[src/bba_pkg.sv]
// ----------------------------------------------------------------------------
// bba_pkg
// Shared types and constants for the buddy block allocator.
// ----------------------------------------------------------------------------
package bba_pkg;

    localparam int ORD_W  = 6;
    localparam int TV_W   = 5;
    localparam int CALC_W = 33;
    localparam int SIZE_W = 17;
    localparam int OFF_W  = 16;
    localparam int STAT_W = 2;

    typedef enum logic [1:0] {
        MODE_ALLOC,
        MODE_FREE,
        MODE_REALLOC,
        MODE_REINIT
    } bba_mode_t;

    localparam logic [STAT_W-1:0] STAT_OK      = 2'd0;
    localparam logic [STAT_W-1:0] STAT_NOSPACE = 2'd1;
    localparam logic [STAT_W-1:0] STAT_BADOFF  = 2'd2;

    typedef enum logic [3:0] {
        S_CLEAR,
        S_IDLE,
        S_FF_ROOT,
        S_FF_CHECK,
        S_FF_STEP,
        S_FF_DATA,
        S_FU_STEP,
        S_FU_DATA,
        S_MU_START,
        S_MF_START,
        S_UP_STEP,
        S_UP_DATA,
        S_DONE
    } bba_state_t;

    typedef struct packed {
        logic accept;
        logic clr_write;
        logic rd_root;
        logic ff_init;
        logic ff_read;
        logic ff_step;
        logic fu_read;
        logic fu_next;
        logic set_nospace;
        logic set_badoff;
        logic mu_start;
        logic mf_start;
        logic up_read;
        logic up_write;
        logic out_load;
    } bba_cmd_t;

    typedef struct packed {
        bba_mode_t in_mode;
        bba_mode_t mode;
        logic      clr_last;
        logic      size_bad;
        logic      root_short;
        logic      ff_at_ord;
        logic      fu_bad;
        logic      rd_zero;
        logic      same_ord;
        logic      up_at_root;
        logic      out_free;
    } bba_stat_t;

endpackage

[src/bba_ctrl.sv]
// ----------------------------------------------------------------------------
// bba_ctrl
// Sequencer: clearing sweep, free search, used search and tree update walks.
// ----------------------------------------------------------------------------
module bba_ctrl
    import bba_pkg::*;
(
    input  logic      aclk,
    input  logic      aresetn,
    input  logic      s_valid,
    output logic      s_ready,
    input  bba_stat_t stat,
    output bba_cmd_t  cmd
);

    bba_state_t state_reg, state_next;
    logic       free_pend_reg, free_pend_next;
    logic       clr_reply_reg, clr_reply_next;

    always_ff @(posedge aclk) begin
        if (!aresetn) begin
            state_reg     <= S_CLEAR;
            free_pend_reg <= 1'b0;
            clr_reply_reg <= 1'b0;
        end else begin
            state_reg     <= state_next;
            free_pend_reg <= free_pend_next;
            clr_reply_reg <= clr_reply_next;
        end
    end

    always_comb begin
        state_next     = state_reg;
        free_pend_next = free_pend_reg;
        clr_reply_next = clr_reply_reg;
        case (state_reg)
            S_CLEAR: begin
                if (stat.clr_last) begin
                    state_next = clr_reply_reg ? S_DONE : S_IDLE;
                end
            end
            S_IDLE: begin
                if (s_valid) begin
                    case (stat.in_mode)
                        MODE_REINIT: begin
                            state_next     = S_CLEAR;
                            clr_reply_next = 1'b1;
                        end
                        MODE_ALLOC: state_next = S_FF_ROOT;
                        default:    state_next = S_FU_STEP;
                    endcase
                end
            end
            S_FF_ROOT:  state_next = S_FF_CHECK;
            S_FF_CHECK: begin
                state_next = (stat.size_bad || stat.root_short) ? S_DONE : S_FF_STEP;
            end
            S_FF_STEP: begin
                if (stat.ff_at_ord) begin
                    if (stat.mode == MODE_REALLOC && stat.same_ord) begin
                        state_next = S_DONE;
                    end else begin
                        state_next     = S_MU_START;
                        free_pend_next = (stat.mode == MODE_REALLOC);
                    end
                end else begin
                    state_next = S_FF_DATA;
                end
            end
            S_FF_DATA: state_next = S_FF_STEP;
            S_FU_STEP: state_next = stat.fu_bad ? S_DONE : S_FU_DATA;
            S_FU_DATA: begin
                if (stat.rd_zero) begin
                    state_next = (stat.mode == MODE_FREE) ? S_MF_START : S_FF_ROOT;
                end else begin
                    state_next = S_FU_STEP;
                end
            end
            S_MU_START: state_next = S_UP_STEP;
            S_MF_START: begin
                state_next     = S_UP_STEP;
                free_pend_next = 1'b0;
            end
            S_UP_STEP: begin
                if (stat.up_at_root) begin
                    state_next = free_pend_reg ? S_MF_START : S_DONE;
                end else begin
                    state_next = S_UP_DATA;
                end
            end
            S_UP_DATA: state_next = S_UP_STEP;
            S_DONE: begin
                if (stat.out_free) begin
                    state_next     = S_IDLE;
                    clr_reply_next = 1'b0;
                end
            end
            default: state_next = S_IDLE;
        endcase
    end

    always_comb begin
        cmd     = '0;
        s_ready = 1'b0;
        case (state_reg)
            S_CLEAR: cmd.clr_write = 1'b1;
            S_IDLE: begin
                s_ready    = 1'b1;
                cmd.accept = s_valid;
            end
            S_FF_ROOT:  cmd.rd_root = 1'b1;
            S_FF_CHECK: begin
                if (stat.size_bad || stat.root_short) begin
                    cmd.set_nospace = 1'b1;
                end else begin
                    cmd.ff_init = 1'b1;
                end
            end
            S_FF_STEP:  cmd.ff_read = !stat.ff_at_ord;
            S_FF_DATA:  cmd.ff_step = 1'b1;
            S_FU_STEP: begin
                if (stat.fu_bad) begin
                    cmd.set_badoff = 1'b1;
                end else begin
                    cmd.fu_read = 1'b1;
                end
            end
            S_FU_DATA:  cmd.fu_next = !stat.rd_zero;
            S_MU_START: cmd.mu_start = 1'b1;
            S_MF_START: cmd.mf_start = 1'b1;
            S_UP_STEP:  cmd.up_read = !stat.up_at_root;
            S_UP_DATA:  cmd.up_write = 1'b1;
            S_DONE:     cmd.out_load = stat.out_free;
            default:    cmd = '0;
        endcase
    end

    a_pend_realloc: assert property (@(posedge aclk) disable iff (!aresetn)
        free_pend_reg |-> stat.mode == MODE_REALLOC)
        else $error("pending free outside reallocate");

    a_accept_leaves: assert property (@(posedge aclk) disable iff (!aresetn)
        cmd.accept |=> state_reg != S_IDLE)
        else $error("accepted request left controller idle");

endmodule

[config.mk]
export PLATFORM = sky130hd
export DESIGN_NAME = bba_ctrl
export DESIGN_NICKNAME = d
export VERILOG_FILES = /design/src/bba_pkg.sv /design/src/bba_ctrl.sv
export SDC_FILE = /design/constraint.sdc
export NUM_CORES = 1
export LEC_CHECK = 0
export BUFFER_PORTS_ARGS = -buffer_cell sky130_fd_sc_hd__buf_4
export CORE_AREA = 4 4 44 46
export DETAILED_ROUTE_END_ITERATION = 7
export DIE_AREA = 0 0 48 50
export PLACE_DENSITY = 0.73
export SLEW_MARGIN = 10
export SYNTH_ARGS = -nofsm -noshare
export SYNTH_HDL_FRONTEND = slang
export SYNTH_SLANG_ARGS = --single-unit
[constraint.sdc]
create_clock -name aclk -period 2.7 [get_ports aclk]
set_input_delay 0.135 -clock aclk [delete_from_list [all_inputs] [get_ports aclk]]
set_output_delay 0.135 -clock aclk [all_outputs]
set_load 0.005 [all_outputs]
==> results list <==
* Antenna Violating Nets Remaining: 0
* Maximum number of pins on one net before global-route repair: 22
- The die covers 0.00240 mm2.
- The congestion estimate from routability-driven global placement came to 0.835.
- Data on the critical path arrives at its endpoint at 1.71 ns.
- Synthesized area: 682 um2
- Floorplan die height: ~50 um
* Critical path endpoint category: output port
- Max Buffers Root-to-Sink: 2
* Post-layout minimum cycle time: 1.85 ns
* Via count of the first global-routing pass: 735
* Combined global-route utilization of all metal layers: 18.2%
- Wire length after detailed routing: 1990 um
- The register with the most flip-flops in the layout has 4 of them.
* Slew Limit Headroom: 55.6%
- Highest clock frequency the design can meet: 542 MHz
- Tightest hold margin: 0.158 ns
* Yosys Warn Count: 0
* Number of levels in the clock H-tree: 1
- Largest clock skew in the final design: 0.00223 ns
- The number of hold violations in the final report is 0.
- Number of port buffers: 31
- In this run the horizontal extent of the chip is 48 um.
* Number of vias per cell after detailed routing: just under 6
* Post-cts gate resize count: 0
* Seq/Total Area, Yosys: ~18%
- Power density cells: roughly 470 mW/mm2
- At the pin with the least slew margin, the transition time is 0.666 ns.
* Final setup violation count: 0
- Area grow syn2layout: 33.0%
* DPL Wire Length: 1540 um
* Initial Util: 45.3%
- The number of antenna violations at the first check in global routing was 0.
* Sort of element at the start of the critical path: flop
* Number of synthesized flops with an enable pin: 0
- Total number of nets in the final design: approximately 140
- Worst min-delay path category: in -> reg
- Of all flip-flops after synthesis, the portion carrying an async set or reset was 0%.
* Cell Count, Final, Fillers Out: around 140
- After detailed routing, the average wire length per cell comes to around 14 um.
- The total overflow left after global routing is 0.
* Required time at the worst-slack endpoint: 2.57 ns
- Area inside the core boundary: 0.00151 mm2
- Buffers added to address setup during post-CTS repair amount to 0.
* Instance count of the mapped netlist: 97
* Synth top area share: 17.6%
- Buffers inserted during clock tree synthesis total 3.
- Detailed Route Iter0 Violations: 18
* Sinks on the clock net: 6
- Post-Route Utilization: between 60 and 70%
* CTS hold repair buffers: 0
- CTS placed an instance of clkbuf_4 at the clock tree root.
* Max IR drop VDD: roughly 0.26 mV
- Share of post-route cells with drive strength above 1: a little under a third
- The final count of pins violating max slew is 0.
* Main flop type after synthesis: dfxtp_1
* Total number of vias: 822
* Number of different library cells in the post-synthesis netlist: 40
* Top cells by area in the synthesized netlist: dfxtp_1 (18%), nor3_1 (8.1%), nand2b_1 (5.5%)
- Row generation in the floorplan step produced 14 rows.
* Placed cell count: 136
- The run finished with clean final reports.
- The first global-routing pass estimated 3240 um of wire.
- In this run, synthesis produced a sequential element count of 6.
- Final TNS setup: 0 ns
- Final critical-path share of the clock period: 68.4%
- The tool flagged a number of max-cap violations equal to 0.
- First drt pass iteration count: 4
- WS Path Type: reg -> out
- Clock-pin transition on the worst setup and hold timing paths: roughly 0.050 ns
- The clock reaches the later pin of the worst-skew pair after 0.25 ns.
- Top-level port count: 32
- Setup repair after global routing left no endpoint under its margin.
- Of all nets on the critical path, the largest fanout is 21.
* Clock tree from TritonCTS: done
- Number of design rule violations left after detail routing: 0
- Number of nets in the synthesized netlist: 115
- Dividing the synthesized area by the synthesized cell count gives 7.03 um2.
- For this design the static power due to leakage is 0.394 nW.
- # diodes: 0
- Summed over all instances, the cell type with the most area after synthesis is dfxtp_1.
==> routing by layer <==
layer	track usage, %	up-vias	routed length [um]
met2	28.0	36	983
met3	5.82	4	167
met5	0	-	0
met1	23.8	366	814
met4	4.93	0	27
li1	-	416	-
==> cell families (layout without fill, tap and decap cells) <==
logic type,after synthesis,in the layout,share of synthesized area [%]
compound gates,21,21,22.0
buf+inv,12,38,9.54
fa+ha+maj,2,2,3.67
simple gates,54,54,44.0
mux,2,2,3.12
flops,6,6,17.6
==> cells in the mapped netlist (2+ instances only) <==
cell	number
nor2_1	9
or4_1	2
a21oi_1	2
nand2_1	9
nand2b_1	6
o22ai_1	2
nor4_1	4
o21ai_0	2
nand3b_1	2
ha_1	2
buf_2	4
dfxtp_1	6
a31oi_1	4
nor3_1	11
and3_1	2
buf_6	2
inv_1	4
o21ai_1	2
==> stage by stage <==
stage	setup WS [ns]	power [mW]	cell area (um2)
final	0.854	0.426	907
after global routing	0.706	0.464	907
after CTS	0.867	0.427	907
after detailed placement	0.926	0.340	885
after global placement	0.963	0.340	885
after floorplan	1.36	0.272	682
==> area by class of cell <==
class	instances	area (um2)
tap	16	20.0
sequential	6	120
multi-input combinational	79	497
clock buffer	3	22.5
fill	153	599
inverter	4	15.0
timing repair buffer	31	233
==> placed cells by master (no fill, tap or decap), drive strengths merged <==
cell,n
o311a,1
o22ai,2
or4,2
a211o,1
nor2,9
and2,1
nand4,1
inv,4
and3,2
a31oi,4
mux2i,1
nand3b,2
buf,31
and4,1
a211oi,1
o211a,1
a21oi,2
a21o,1
nand2b,7
o21ai,4
o31a,1
nor4,4
mux2,1
or2,1
nand2,9
nand4b,1
nor3,12
dfxtp,6
o41ai,1
o32ai,1
o21a,1
or3,1
clkbuf,3
ha,2
nor2b,1
==> critical path, stage by stage, from the launching register on <==
cell	delay, ns
dfxtp_1	0.73
nand2_1	0.28
nor4_1	0.29
buf_4	0.16
==> path summary, 6_finish.rpt <==
| check | from | to | slack, ns | cells past startpoint |
|---|---|---|---|---|
| max | state_reg[1] | cmd[11] | 0.85 | 3 |
| min | aresetn | free_pend_reg | 0.16 | 2 |
| max reg2reg | state_reg[2] | state_reg[0] | 0.88 | 4 |
| min reg2reg | clr_reply_reg | clr_reply_reg | 0.52 | 2 |
==> where the power goes <==
part | leakage (nW) | internal, mW | total, mW | switching (mW)
Clock | 0.0138 | 0.0504 | 0.0848 | 0.0344
Combinational | 0.331 | 0.103 | 0.194 | 0.0913
Sequential | 0.0489 | 0.100 | 0.148 | 0.0475
(Power assumes the default switching activity.)
